File: config.mk
export PLATFORM = sky130hd
export DESIGN_NAME = ps2_command_queue_ack_retry
export DESIGN_NICKNAME = d
export VERILOG_FILES = /design/src/sv/ps2cq_pkg.sv /design/src/sv/ps2_command_queue_ack_retry.sv /design/src/sv/ps2cq_ram.sv
export SDC_FILE = /design/constraint.sdc
export NUM_CORES = 1
export LEC_CHECK = 0
export ABC_CLOCK_PERIOD_IN_PS = 6400
export BUFFER_PORTS_ARGS = -buffer_cell sky130_fd_sc_hd__buf_2
export CAP_MARGIN = 20
export CELL_PAD_IN_SITES_DETAIL_PLACEMENT = 0
export CELL_PAD_IN_SITES_GLOBAL_PLACEMENT = 1
export CORE_MARGIN = 8
export CORE_UTILIZATION = 30
export CTS_BUF_LIST = sky130_fd_sc_hd__clkbuf_16
export CTS_CLUSTER_DIAMETER = 120
export DETAILED_ROUTE_END_ITERATION = 12
export PLACE_DENSITY_LB_ADDON = 0.25
export SLEW_MARGIN = 20
export SYNTH_ARGS = -nofsm -noshare
export SYNTH_HDL_FRONTEND = slang
export SYNTH_SLANG_ARGS = --single-unit
File: constraint.sdc
create_clock -name clk_i -period 6.4 [get_ports clk_i]
set_input_delay 0.32 -clock clk_i [delete_from_list [all_inputs] [get_ports clk_i]]
set_output_delay 0.32 -clock clk_i [all_outputs]
set_load 0.02 [all_outputs]
File: src/sv/ps2cq_pkg.sv
`timescale 1ns / 1ps
`default_nettype none
// ----------------------------------------------------------------------------
// PS/2 command queue package
// Shared types and constants of the PS/2 host command queue.
// ----------------------------------------------------------------------------
package ps2cq_pkg;

  localparam logic [7:0] ACK_BYTE    = 8'hFA;
  localparam logic [7:0] RESEND_BYTE = 8'hFE;
  localparam logic [3:0] RETRY_RESET = 4'd3;
  localparam int unsigned IN_FIELDS  = 4;
  localparam int unsigned LEN_W      = 3;
  localparam int unsigned S_TDATA_W  = 48;
  localparam int unsigned M_TDATA_W  = 24;
  localparam int unsigned RES_W      = 20;

  localparam logic ACT_ENQUEUE = 1'b0;
  localparam logic ACT_RECEIVE = 1'b1;

  typedef enum logic [1:0] {
    S_IDLE,
    S_EXEC,
    S_START,
    S_EMIT
  } state_e;

  typedef struct packed {
    logic       queue_busy;
    logic       enqueue_accepted;
    logic [7:0] forward_byte;
    logic       forward_valid;
    logic [7:0] send_byte;
    logic       send_valid;
  } res_t;

endpackage
`default_nettype wire

File: src/sv/ps2_command_queue_ack_retry.sv
`timescale 1ns / 1ps
`default_nettype none
// ----------------------------------------------------------------------------
// PS/2 host command queue with ACK and RESEND handling
// Queues commands of one to four bytes in a ring memory and sends them byte
// by byte; with one active, ACK advances and RESEND repeats; other bytes pass on.
// ----------------------------------------------------------------------------
// An enqueue or a passed-on byte is registered as a result and then loaded into
// the output register; an ACK or RESEND first reads its ring row, and a retire
// that starts the next command reads the next row, both through the single read port.
// New input is taken only in the idle state, so the next item waits until the
// last result has gone into the output register, which back-pressure can hold.
// Reset clears pointers, flags and counters and sets the retry limit to 3;
// ring contents are not cleared, but head equals tail, so the ring reads empty.
module ps2_command_queue_ack_retry #(
  parameter int unsigned QUEUE_SLOTS = 8,
  parameter int unsigned MAX_BYTES   = 4
) (
  input  wire logic                             clk_i,
  input  wire logic                             rst_ni,
  input  wire logic                             cfg_valid_i,
  output logic                                  cfg_ready_o,
  input  wire logic [3:0]                       cfg_data_i,
  input  wire logic                             s_axis_tvalid_i,
  output logic                                  s_axis_tready_o,
  // cmd_byte0, cmd_byte1, cmd_byte2, cmd_byte3, cmd_length, rx_byte, zero fill
  input  wire logic [ps2cq_pkg::S_TDATA_W-1:0] s_axis_tdata_i,
  // action
  input  wire logic [0:0]                       s_axis_tuser_i,
  output logic                                  m_axis_tvalid_o,
  input  wire logic                             m_axis_tready_i,
  // send_valid, send_byte, forward_valid, forward_byte, enqueue_accepted,
  // queue_busy, zero fill
  output logic      [ps2cq_pkg::M_TDATA_W-1:0] m_axis_tdata_o
);

  import ps2cq_pkg::*;

  localparam int unsigned PTR_W = $clog2(QUEUE_SLOTS);
  localparam int unsigned PW    = $clog2(MAX_BYTES + 1);
  localparam int unsigned IDX_W = (MAX_BYTES > 1) ? $clog2(MAX_BYTES) : 1;
  localparam int unsigned CMPW  = (PW > LEN_W) ? PW : LEN_W;
  localparam int unsigned ROW_W = MAX_BYTES * 8 + LEN_W;

  state_e state_q, state_d;

  logic [PTR_W-1:0] head_q, head_d, tail_q, tail_d;
  logic [PTR_W-1:0] head_inc, tail_inc;
  logic             busy_q, busy_d;
  logic [PW-1:0]    pos_q, pos_d;
  logic [3:0]       retries_q, retries_d;
  logic [3:0]       limit_q;
  logic             is_ack_q, is_ack_d;
  res_t             res_q, res_d;
  res_t             out_q, out_d;
  logic             out_valid_q, out_valid_d;

  logic                         in_xfer, out_load;
  logic                         act;
  logic [IN_FIELDS-1:0][7:0]    cmd;
  logic [LEN_W-1:0]             cmd_len;
  logic [7:0]                   rx_byte;
  logic                         len_ok, full, rx_ctrl;
  logic                         go_exec, go_start;
  logic [MAX_BYTES-1:0][7:0]    wr_bytes;
  logic [MAX_BYTES-1:0][7:0]    rd_bytes;
  logic [LEN_W-1:0]             rd_len;
  logic [ROW_W-1:0]             ram_wdata, ram_rdata;
  logic                         ram_we, ram_re;
  logic [PTR_W-1:0]             ram_raddr;
  logic [PW-1:0]                last_pos;
  logic [IDX_W-1:0]             rd_idx;

  assign act     = s_axis_tuser_i[0];
  assign cmd     = s_axis_tdata_i[8*IN_FIELDS-1:0];
  assign cmd_len = s_axis_tdata_i[8*IN_FIELDS +: LEN_W];
  assign rx_byte = s_axis_tdata_i[8*IN_FIELDS+LEN_W +: 8];

  assign cfg_ready_o     = 1'b1;
  assign s_axis_tready_o = (state_q == S_IDLE);
  assign in_xfer         = s_axis_tvalid_i && s_axis_tready_o;
  assign out_load        = (state_q == S_EMIT) && (!out_valid_q || m_axis_tready_i);
  assign m_axis_tvalid_o = out_valid_q;
  assign m_axis_tdata_o  = {(M_TDATA_W - RES_W)'(0), out_q};

  assign head_inc = (head_q == PTR_W'(QUEUE_SLOTS - 1)) ? '0 : head_q + 1'b1;
  assign tail_inc = (tail_q == PTR_W'(QUEUE_SLOTS - 1)) ? '0 : tail_q + 1'b1;
  assign full     = (tail_inc == head_q);
  assign len_ok   = (cmd_len != '0) && (4'(cmd_len) <= 4'(MAX_BYTES))
                    && (4'(cmd_len) <= 4'(IN_FIELDS));
  assign rx_ctrl  = (rx_byte == ACK_BYTE) || (rx_byte == RESEND_BYTE);

  for (genvar i = 0; i < MAX_BYTES; i++) begin : g_wr
    if (i < IN_FIELDS) begin : g_field
      assign wr_bytes[i] = (4'(i) < 4'(cmd_len)) ? cmd[i] : 8'h00;
    end else begin : g_zero
      assign wr_bytes[i] = 8'h00;
    end
  end

  assign ram_wdata = {wr_bytes, cmd_len};
  assign rd_len    = ram_rdata[LEN_W-1:0];
  assign rd_bytes  = ram_rdata[ROW_W-1:LEN_W];
  assign last_pos  = (pos_q == '0) ? '0 : pos_q - 1'b1;
  assign rd_idx    = is_ack_q ? pos_q[IDX_W-1:0] : last_pos[IDX_W-1:0];

  ps2cq_ram #(
    .WIDTH(ROW_W),
    .DEPTH(QUEUE_SLOTS)
  ) u_ring (
    .clk_i  (clk_i),
    .we_i   (ram_we),
    .waddr_i(tail_q),
    .wdata_i(ram_wdata),
    .re_i   (ram_re),
    .raddr_i(ram_raddr),
    .rdata_o(ram_rdata)
  );

  // Datapath and ring updates.
  always_comb begin
    head_d      = head_q;
    tail_d      = tail_q;
    busy_d      = busy_q;
    pos_d       = pos_q;
    retries_d   = retries_q;
    is_ack_d    = is_ack_q;
    res_d       = res_q;
    out_d       = out_q;
    out_valid_d = out_valid_q && !m_axis_tready_i;
    ram_we      = 1'b0;
    ram_re      = 1'b0;
    ram_raddr   = head_q;
    go_exec     = 1'b0;
    go_start    = 1'b0;
    case (state_q)
      S_IDLE: begin
        if (in_xfer) begin
          res_d = '0;
          if (act == ACT_ENQUEUE) begin
            if (len_ok && !full) begin
              ram_we                 = 1'b1;
              tail_d                 = tail_inc;
              res_d.enqueue_accepted = 1'b1;
              if (!busy_q) begin
                busy_d           = 1'b1;
                pos_d            = PW'(1);
                retries_d        = limit_q;
                res_d.send_valid = 1'b1;
                res_d.send_byte  = cmd[0];
              end
            end
            res_d.queue_busy = busy_q || (len_ok && !full);
          end else if (busy_q && rx_ctrl) begin
            ram_re   = 1'b1;
            is_ack_d = (rx_byte == ACK_BYTE);
            go_exec  = 1'b1;
          end else begin
            res_d.forward_valid = 1'b1;
            res_d.forward_byte  = rx_byte;
            res_d.queue_busy    = busy_q;
          end
        end
      end
      S_EXEC: begin
        res_d.queue_busy = 1'b1;
        if (is_ack_q && (CMPW'(pos_q) < CMPW'(rd_len))) begin
          pos_d            = pos_q + 1'b1;
          res_d.send_valid = 1'b1;
          res_d.send_byte  = rd_bytes[rd_idx];
        end else if (!is_ack_q && (retries_q != '0)) begin
          retries_d        = retries_q - 1'b1;
          res_d.send_valid = 1'b1;
          res_d.send_byte  = rd_bytes[rd_idx];
        end else begin
          head_d = head_inc;
          if (head_inc == tail_q) begin
            busy_d           = 1'b0;
            pos_d            = '0;
            res_d.queue_busy = 1'b0;
          end else begin
            ram_re    = 1'b1;
            ram_raddr = head_inc;
            go_start  = 1'b1;
          end
        end
      end
      S_START: begin
        pos_d            = PW'(1);
        retries_d        = limit_q;
        res_d.send_valid = 1'b1;
        res_d.send_byte  = rd_bytes[0];
        res_d.queue_busy = 1'b1;
      end
      S_EMIT: begin
        if (out_load) begin
          out_d       = res_q;
          out_valid_d = 1'b1;
        end
      end
      default: begin
        res_d = res_q;
      end
    endcase
  end

  // Next state.
  always_comb begin
    state_d = state_q;
    case (state_q)
      S_IDLE: begin
        if (in_xfer) begin
          state_d = go_exec ? S_EXEC : S_EMIT;
        end
      end
      S_EXEC: begin
        state_d = go_start ? S_START : S_EMIT;
      end
      S_START: begin
        state_d = S_EMIT;
      end
      S_EMIT: begin
        if (out_load) begin
          state_d = S_IDLE;
        end
      end
      default: begin
        state_d = S_IDLE;
      end
    endcase
  end

  always_ff @(posedge clk_i or negedge rst_ni) begin
    if (!rst_ni) begin
      state_q     <= S_IDLE;
      head_q      <= '0;
      tail_q      <= '0;
      busy_q      <= 1'b0;
      pos_q       <= '0;
      retries_q   <= '0;
      limit_q     <= RETRY_RESET;
      out_valid_q <= 1'b0;
    end else begin
      state_q     <= state_d;
      head_q      <= head_d;
      tail_q      <= tail_d;
      busy_q      <= busy_d;
      pos_q       <= pos_d;
      retries_q   <= retries_d;
      out_valid_q <= out_valid_d;
      if (cfg_valid_i && cfg_ready_o) begin
        limit_q <= cfg_data_i;
      end
    end
  end

  always_ff @(posedge clk_i) begin
    is_ack_q <= is_ack_d;
    res_q    <= res_d;
    out_q    <= out_d;
  end

  a_busy_nonempty : assert property (@(posedge clk_i) disable iff (!rst_ni)
    busy_q |-> (head_q != tail_q))
    else $error("active command with an empty ring");

  a_idle_pos : assert property (@(posedge clk_i) disable iff (!rst_ni)
    !busy_q |-> (pos_q == '0))
    else $error("send position not cleared while idle");

  a_start_order : assert property (@(posedge clk_i) disable iff (!rst_ni)
    (state_q == S_START) |-> $past(state_q == S_EXEC))
    else $error("next command started without a retire or drop");

  a_exec_busy : assert property (@(posedge clk_i) disable iff (!rst_ni)
    (state_q == S_EXEC) |-> busy_q)
    else $error("reply handled with no active command");

endmodule
`default_nettype wire

File: src/sv/ps2cq_ram.sv
`timescale 1ns / 1ps
`default_nettype none
// ----------------------------------------------------------------------------
// Generic RAM
// Single write port, single read port, registered read data.
// ----------------------------------------------------------------------------
module ps2cq_ram #(
  parameter int unsigned WIDTH = 35,
  parameter int unsigned DEPTH = 8
) (
  input  wire logic                     clk_i,
  input  wire logic                     we_i,
  input  wire logic [$clog2(DEPTH)-1:0] waddr_i,
  input  wire logic [WIDTH-1:0]         wdata_i,
  input  wire logic                     re_i,
  input  wire logic [$clog2(DEPTH)-1:0] raddr_i,
  output logic      [WIDTH-1:0]         rdata_o
);

  logic [WIDTH-1:0] mem_q [DEPTH];

  always_ff @(posedge clk_i) begin
    if (we_i) begin
      mem_q[waddr_i] <= wdata_i;
    end
    if (re_i) begin
      rdata_o <= mem_q[raddr_i];
    end
  end

endmodule
`default_nettype wire

# Yosys cells after proc, flatten, opt, wreduce, memory -nomap -nowiden
# Memory sizes are Yosys's and may differ from the RTL's. A register that Yosys moved wholly into a read port is not among the register bits.
# Index checks and enable logic that the tools add are counted.
# W data, S select, Z words.
# word_totals
reg_bits	62
memories	1
output_inout_bits	27
word_cells	164
latch_bits	0
mem_bits_rw	280
mem_bits_ro	0
# memory_table
name	depth	word_bits	rd	rd_ports_with_merged_regs	write_ports	line	text
u_ring.mem_q	8	35	1	1	1	ps2cq_ram.sv:20	logic [WIDTH-1:0] mem_q [DEPTH];
# op_classes
order_cmp	7
n_mux	72
n_eq_ne	21
n_reduce_logical	34
n_bitwise	3
n_addsub	5
n_mul	0
shift	0
n_div	0
# op_table
op	count
$mux W9	7
$mux W8	5
$mux W3	13
$mux W1	27
$pmux W9 S3	1
$mux W4	6
$reduce_and A7 Y1	3
$mux W20	1
$bmux W8 S2	1
$eq A8 B8 Y1 const B	2
$ne A2 B2 Y1 const B	7
$pmux W4 S3	1
$mux W2	5
$add A3 B1 Y3 const B	3
$logic_and A1 B1 Y1	9
$ne A3 B3 Y1 const B	3
$pmux W3 S3	1
$pmux W2 S4	1
$reduce_and A2 Y1	4
$reduce_and A4 Y1	2
$eq A3 B3 Y1	2
$eq A3 B3 Y1 const B	2
$lt A1 B3 Y1 const A	2
$lt A2 B3 Y1 const A	2
other kinds (20)	32

# Longest topological paths before layout
# Gate-level depths: netlist of run 1.
# logic_depth
ltp_word	11
mapped_depth	11
depth_no_buf	8

# Modules after synthesis
# Synthesis of run 1 repeated with hierarchy kept, for this count alone.
# unflattened
cells_unflattened	738
area_unflattened_um2	15363.5
# modules_own_cells
module	cells_each	n_inst	area_per_inst_um2	seq_area_each_um2
ps2cq_ram	453	1	11886.4	9459.1
ps2_command_queue_ack_retry	285	1	3477.1	1759.2

# Least setup slack after synthesis of run 1
# OpenSTA, ideal clock, no wires.
# synth_timing
path_type	flip-flop to flip-flop
from	register state_q[0]
to	memory u_ring.mem_q[4][0] (enable)
setup_time_ns	0.527
t_required_ns	5.873
path_slack_ns	0.190
t_arrival_ns	5.683
stages_incl_launch_ff	7
path_cell_list	dfrtp_1 -> inv_1 -> ha_1 -> inv_1 -> nor2_1 -> nand2_1 -> nor4b_1
# synth_via
elab_chain_cells	6
# synth_lines
element	line	text
start, declared	ps2_command_queue_ack_retry.sv:45	state_e state_q, state_d;
start signal, assigned	ps2_command_queue_ack_retry.sv:244	state_q <= state_d;
$logic_not A2 Y1 *	ps2_command_queue_ack_retry.sv:80	assign s_axis_tready_o = (state_q == S_IDLE);
named net s_axis_tready_o	ps2_command_queue_ack_retry.sv:25	output logic s_axis_tready_o,
$logic_and A1 B1 Y1	ps2_command_queue_ack_retry.sv:81	assign in_xfer = s_axis_tvalid_i && s_axis_tready_o;
$mux W1	ps2_command_queue_ack_retry.sv:138	if (in_xfer) begin
$mux W1 *	ps2_command_queue_ack_retry.sv:136	case (state_q)
$mux W1 *	ps2cq_ram.sv:23	if (we_i) begin
$mux W1 (implied by the code) *	ps2cq_ram.sv:24	mem_q[waddr_i] <= wdata_i;
end, declared	ps2cq_ram.sv:20	
# Mark *: on every way through the listed nets, which the timed path passes. The rest lies on a longest branch.

# Worst setup path in the final report of run 1
# layout_timing
from	register head_q[0]
to	register u_ring.rdata_o[29], read port of u_ring.mem_q, data pin
# layout_via
elab_chain_cells	7
word_cells_on_any_way	12
# layout_lines
element	line	text
start, declared	ps2_command_queue_ack_retry.sv:47	logic [PTR_W-1:0] head_q, head_d, tail_q, tail_d;
start signal, assigned	ps2_command_queue_ack_retry.sv:236	head_q <= '0;
start signal, assigned	ps2_command_queue_ack_retry.sv:245	head_q <= head_d;
$add A3 B1 Y3 / $eq A3 B3 Y1 (equally long branches)	ps2_command_queue_ack_retry.sv:86	assign head_inc = (head_q == PTR_W'(QUEUE_SLOTS - 1)) ? '0 : head_q + 1'b1;
$mux W3 *	ps2_command_queue_ack_retry.sv:86	
named net head_inc[2]	ps2_command_queue_ack_retry.sv:48	logic [PTR_W-1:0] head_inc, tail_inc;
$eq A3 B3 Y1	ps2_command_queue_ack_retry.sv:177	if (head_inc == tail_q) begin
$mux W1 / $mux W3 (equally long branches)	ps2_command_queue_ack_retry.sv:177	
$mux W1 / $mux W3 (equally long branches)	ps2_command_queue_ack_retry.sv:171	end else if (!is_ack_q && (retries_q != '0)) begin
$mux W1 / $mux W3 (equally long branches)	ps2_command_queue_ack_retry.sv:167	if (is_ack_q && (CMPW'(pos_q) < CMPW'(rd_len))) begin
$pmux W1 S2 / $mux W3 (equally long branches)	ps2_command_queue_ack_retry.sv:136	
end, declared	ps2cq_ram.sv:17	output logic [WIDTH-1:0] rdata_o
# Marks and branches as above.
# A chain may end at the register's enable or synchronous reset.

==> impl_metrics.tcl, run 1 <==
set metrics [dict create \
    fin_worst_skew_ps 10.1 \
    switching_power_uw 2650 \
    path_class "reg2reg" \
    dp_hpwl_mm 22.5 \
    p_seq_share_pct 39.5 \
    fin_setup_tns_ps 0 \
    start_kind "register" \
    postRouteAntennaNets 0 \
    cts_setup_buffers 0 \
    dieArea_um2 59900 \
    fmax_ghz 0.232 \
    hold_viol 0 \
    layout_worst_path_cycle_share_pct 67.4 \
    ys_seq_area_share_pct 71.5 \
    fin_crit_ps 4310 \
    insertion_delay_ps 560 \
    via_per_inst 5.00 \
    grt_max_degree 141 \
    cts_buffer_depth 3 \
    powerDensity_nw_per_um2 437 \
    num_antenna_cells 0 \
    row_count 84 \
    r2r-end "u_ring.rdata_o[29]" \
    grt.overflow.total 0 \
    port_buffers 74 \
    final_max_slew_viol_count 0 \
    grt_pass1_vias 9262 \
    crit_fanout 88 \
    clk_pin_slew_ps 60 \
    syn-mean-instance-area_um2 15.6 \
    cts-root-buf "clkbuf_16" \
    fin_nets 1156 \
    hold_depth 2 \
    antenna_found_initial 1 \
    leakage_uw 0.00632 \
    p_total_uw 7990 \
    min_path_type "in2reg" \
    yosysWarnings 0 \
    gp_congestion 0.730 \
    rsz0062_at_grt "false" \
    instances_no_fill 1804 \
    coreArea_um2 52100 \
    drt_iter0_markers 700 \
    synth_area_leaders "edfxtp_1 (68%), a211oi_1 (6.7%), and3_1 (5.6%), dfrtp_1 (3.0%), mux4_2 (1.1%)" \
    cp-end-kind "register" \
    cts_max_level 2 \
    cts_tree "yes" \
    r2r_start "head_q[0]" \
    reg2regPathDepth 10 \
    holdWs_ps 54.6 \
    die_x_um 245 \
    grt_use_total_pct 13.4 \
    synth_edf_count 356 \
    crit_required_ps 6740 \
    comb_power_share_pct 30.2 \
    utilization_pct 35.1 \
    grt_first_pass_wirelength_mm 61.0 \
    dp.cells 1724 \
    cts_buffers 41 \
    tightest_slew_ps 1060 \
    async_reset_ff_share_pct 5.57 \
    yosysTopAreaCell "edfxtp_1" \
    ir_drop_mv 0.281 \
    wl_per_cell_um 22.6 \
    p_clk_share_pct 30.3 \
    drtPass1Iterations 5 \
    setup_violations 0 \
    drive_above_1_share_pct 19.4 \
    ioPinCount 85 \
    remaining_drc_errors 0 \
    clock-sinks 377 \
    internal_power_uw 5330 \
    num_vias 9012 \
    syn-cell-area_um2 15700 \
    r2r_setup_slack_ps 2090 \
    p_sw_share_pct 33.2 \
    routed_wl_mm 40.7 \
    synth_seq_cells 377 \
    fp.dieH_um 245 \
    max-slew-margin-rel_pct 29.3 \
    hold_end "res_q[17]" \
    syn_inst 1007 \
    start_util_pct 30.1 \
    syn2layout_area_growth_pct 16.5 \
    status "finished clean" \
    synth_ff_type "edfxtp_1" \
    hold_path_startpoint "s_axis_tdata_i[42]" \
    maxCapViolCount 0 \
    synth_top_cell_area_share_pct 68.1 \
    ys_types 65 \
    critPathArrivalTime_ps 4650 \
]
-- cells by family after synthesis --
| logic type | synth area share, % |
|---|---|
| compound gates | 10.5 |
| flops | 71.5 |
| mux | 1.79 |
| xor+xnor | 0.223 |
| buf+inv | 3.16 |
| other cells | 0.0478 |
| fa+ha+maj | 1.04 |
| simple gates | 11.8 |
-- critical path: stages, from the launching register on --
cell	delay (ps)
dfrtp_1	440
ha_1	230
ha_1	340
xnor2_1	260
a41oi_2	450
nand4_4	220
buf_4	500
buf_4	810
and3_1	270
a211oi_1	50
nor4_2	440
-- flip-flops by register name, summed over array words and instances, names as in the netlist --
register         cells
state_q              2
limit_q              4
head_q               3
u_ring.mem_q       280
is_ack_q             1
m_axis_tvalid_o      1
busy_q               1
tail_q               3
pos_q                3
retries_q            4
m_axis_tdata_o      20
u_ring.rdata_o      35
res_q               20
-- cells in the final DEF, fill, tap and decap left out, drive strengths merged, types with 8 or more instances in the layout --
master / synthesis / layout
inv: 19 / 30
o21ai: 14 / 14
nor4: 37 / 37
clkinv: 1 / 14
nand4: 8 / 8
nor2: 15 / 15
nor3: 11 / 11
clkbuf: 33 / 42
a211oi: 140 / 140
mux4: 8 / 8
nor2b: 26 / 26
nand2: 18 / 18
a21oi: 10 / 10
edfxtp: 356 / 356
ha: 13 / 13
a22o: 16 / 16
buf: 42 / 101
and3: 140 / 140
dfrtp: 19 / 19
and2: 18 / 18
-- worst max-delay path by stage --
stage	startpoint	cells past startpoint	end
after floorplan	state_q[0]	6	u_ring.mem_q[4][0]
after global placement	head_q[0]	10	u_ring.rdata_o[29]
after detailed placement	head_q[0]	10	u_ring.rdata_o[29]
after CTS	head_q[0]	10	u_ring.rdata_o[29]
after global routing	head_q[0]	10	u_ring.rdata_o[29]
final	head_q[0]	10	u_ring.rdata_o[29]
-- per-stage QoR --
step | setup slack (ps) | area [um2]
after global placement | 2100 | 16800
after CTS | 2080 | 18300
after detailed placement | 2090 | 16800
final | 2090 | 18300
after global routing | 1790 | 18300
after floorplan | 190 | 15700
-- power by group through the flow --
stage	logic [uW]	registers (uW)	clock network [uW]
2_1_floorplan	1720	3210	0
3_3_place_gp	2450	3200	0
3_5_place_dp	2450	3210	0
4_1_cts	2460	3160	2480
5_1_grt	2660	3170	2580
6_report	2410	3160	2420
-- cell type report --
type                            count  area, um2
Fill cell                        5085      33900
Sequential cell                   377      11200
Multi-Input combinational cell    538       4050
Clock buffer                       42       1050
Tap cell                          688        861
Timing Repair Buffer              107        696
Clock inverter                     32        328
Inverter                           20       75.1
-- layer usage --
layer | global-route usage [%] | part of all wire [%] | vias up | wire [um]
met5 | 0 | 0 | - | 0
met4 | 3.08 | 1.6 | 0 | 668
met3 | 2.72 | 4.1 | 48 | 1680
met2 | 21.7 | 47 | 181 | 19100
met1 | 18.4 | 47 | 4588 | 19200
li1 | - | - | 4195 | -
-- cells in the mapped netlist, drive strengths merged (4+ instances only) --
master / n
a211oi: 140
a21oi: 10
a22o: 16
a31oi: 6
and2: 18
and3: 140
buf: 42
clkbuf: 33
dfrtp: 19
edfxtp: 356
ha: 13
inv: 19
mux2: 5
mux2i: 4
mux4: 8
nand2: 18
nand4: 8
nor2: 15
nor2b: 26
nor3: 11
nor4: 37
o21ai: 14
xnor2: 4
-- repair_timing --
action	CTS	global route
hold buffers	6	0
hold endpoints to repair	23	0
gates resized for setup	0	0
(Power assumes the default switching activity.)
==> run 2: changes to the inputs <==
--- a/config.mk
+++ b/config.mk
@@ -5,7 +5,7 @@
 export SDC_FILE = /design/constraint.sdc
 export NUM_CORES = 1
 export LEC_CHECK = 0
-export ABC_CLOCK_PERIOD_IN_PS = 6400
+export ABC_CLOCK_PERIOD_IN_PS = 3600
 export BUFFER_PORTS_ARGS = -buffer_cell sky130_fd_sc_hd__buf_2
 export CAP_MARGIN = 20
 export CELL_PAD_IN_SITES_DETAIL_PLACEMENT = 0
==> constraint.sdc (replaced) <==
create_clock -name clk_i -period 3.6 [get_ports clk_i]
set_input_delay 0.18 -clock clk_i [delete_from_list [all_inputs] [get_ports clk_i]]
set_output_delay 0.18 -clock clk_i [all_outputs]
set_load 0.02 [all_outputs]
==> run 2 against run 1 <==
  * First-iteration DRC count fell by 16%
  * Sequential cell count stayed put
  * Clock power rose by 64%
  * Non-clock buffer count grew 55
  * Via count increased by 2.3%
  * Maximum frequency up 28%
  * Critical path type unchanged
  * Critical endpoint is now u_ring.rdata_o[18]
  * Highest routed layer unchanged
==> impl_metrics.tcl, run 2 (synthesis results as in run 1) <==
set metrics [dict create \
    reg_top3 "u_ring.mem_q x280, u_ring.rdata_o x35" \
    setup_violations 0 \
    rsz0062_at_grt "false" \
    postRouteAntennaNets 0 \
    cp-end-kind "register" \
    crit_required_ps 4040 \
    port_buffers 74 \
    fp.dieH_um 245 \
    drtPass1Iterations 4 \
    routed_wl_mm 40.8 \
    row_count 84 \
    p_total_uw 14400 \
    grt_first_pass_wirelength_mm 61.4 \
    crit_fanout 54 \
    drive_above_1_share_pct 20.8 \
    die_x_um 245 \
    clock-sinks 377 \
    cts_buffers 41 \
    final_common_cell "edfxtp_1" \
    fin_setup_tns_ps 0 \
    regMostFlops "u_ring.mem_q" \
    stdcell_area_um2 18800 \
    ioPinCount 85 \
    hold_viol 0 \
    status "finished clean" \
    antenna_found_initial 0 \
    fin_nets 1211 \
    leakage_uw 0.00658 \
    wl_per_cell_um 21.9 \
    coreArea_um2 52100 \
    drt_iter0_markers 590 \
    final_max_slew_viol_count 0 \
    grt_pass1_vias 9519 \
    insertion_delay_ps 560 \
    cts_buffer_depth 3 \
    cts-root-buf "clkbuf_16" \
    gp_congestion 0.728 \
    powerDensity_nw_per_um2 763 \
    grt_use_total_pct 13.4 \
    final_cell_mix "edfxtp_1 (356), and3_1 (140), a211oi_1 (140)" \
    dieArea_um2 59900 \
    fmax_ghz 0.296 \
    largest_reg_flops 280 \
    critPathArrivalTime_ps 3810 \
    grt.overflow.total 0 \
    cts_setup_buffers 0 \
    start_kind "register" \
    start_util_pct 30.1 \
    max-slew-margin-rel_pct 40.4 \
    n_fill_cell 4957 \
    dp_hpwl_mm 23.6 \
    num_vias 9219 \
    path_class "reg2reg" \
    via_per_inst 4.95 \
    grt_max_degree 61 \
    remaining_drc_errors 0 \
    tightest_slew_ps 894 \
    num_antenna_cells 0 \
    syn2layout_area_growth_pct 20.0 \
    fin_crit_ps 3370 \
    holdWs_ps 42.1 \
    cts_max_level 2 \
    layout_worst_path_cycle_share_pct 93.7 \
    cts_tree "yes" \
    maxCapViolCount 0 \
    clk_pin_slew_ps 60 \
    place_area_um2 17300 \
    ir_drop_mv 0.517 \
    min_path_type "in2reg" \
    fin_worst_skew_ps 19.2 \
]
## run 2: critical path, cell delays in order (launching register included)
cell and delay (ps):
dfrtp_1 400, ha_1 190, ha_1 350, xnor2_1 260
a41oi_2 330, a31o_4 370, nand2_4 110, buf_12 250
buf_4 250, a211oi_1 90, nor4_1 440, buf_4 190
## run 2: path summary, 6_finish.rpt
kind | from | slack [ps] | depth (start not counted) | endpoint
worst max-delay path | head_q[1] | 230 | 11 | u_ring.rdata_o[18]
worst min-delay path | s_axis_tvalid_i | 40 | 3 | res_q[19]
worst max register to register | head_q[1] | 230 | 11 | u_ring.rdata_o[18]
worst min register to register | res_q[2] | 410 | 0 | m_axis_tdata_o[2]
max in group asynchronous | rst_ni | 3100 | 2 | limit_q[1]
min in group asynchronous | rst_ni | 140 | 2 | limit_q[2]
## run 2: what timing repair did
| action | CTS | global route |
|---|---|---|
| gates resized for setup | 0 | 0 |
| hold buffers | 26 | 0 |
| hold endpoints to repair | 55 | 0 |
## run 2: area by class of cell
class                   count  area, um2  share of cell area [%]
clock buffers              42       1050                    5.58
clock inverters            34        225                    1.20
inverters                  20       75.1                   0.399
multi-input cells         538       4090                    21.7
flip-flops and latches    377      11200                    59.6
well taps                 688        861                    4.57
repair buffers            162       1310                    6.95
## run 2: where the power goes
group | switching (uW) | leakage (uW) | internal [uW] | total (uW)
sequential | 176 | 0.00350 | 5400 | 5580
clock | 1710 | 0.000672 | 2270 | 3970
combinational | 2900 | 0.00241 | 1910 | 4810
## run 2: through the flow
step | cells | setup WS [ps] | util (%)
6_report | 1861 | 227 | 36.1
5_1_grt | 1861 | 68.9 | 36.1
4_1_cts | 1861 | 255 | 36.1
3_5_place_dp | 1759 | 255 | 33.2
3_3_place_gp | 1759 | 218 | 33.2
2_1_floorplan | 1010 | 5.49 | -
## run 2: routing by layer
layer	vias to the layer above	GRT usage, %	routed length, um
li1	4307	-	-
met1	4694	18.1	19100
met2	171	22.0	19300
met3	47	2.30	1560
met4	0	4.03	815
met5	-	0	0
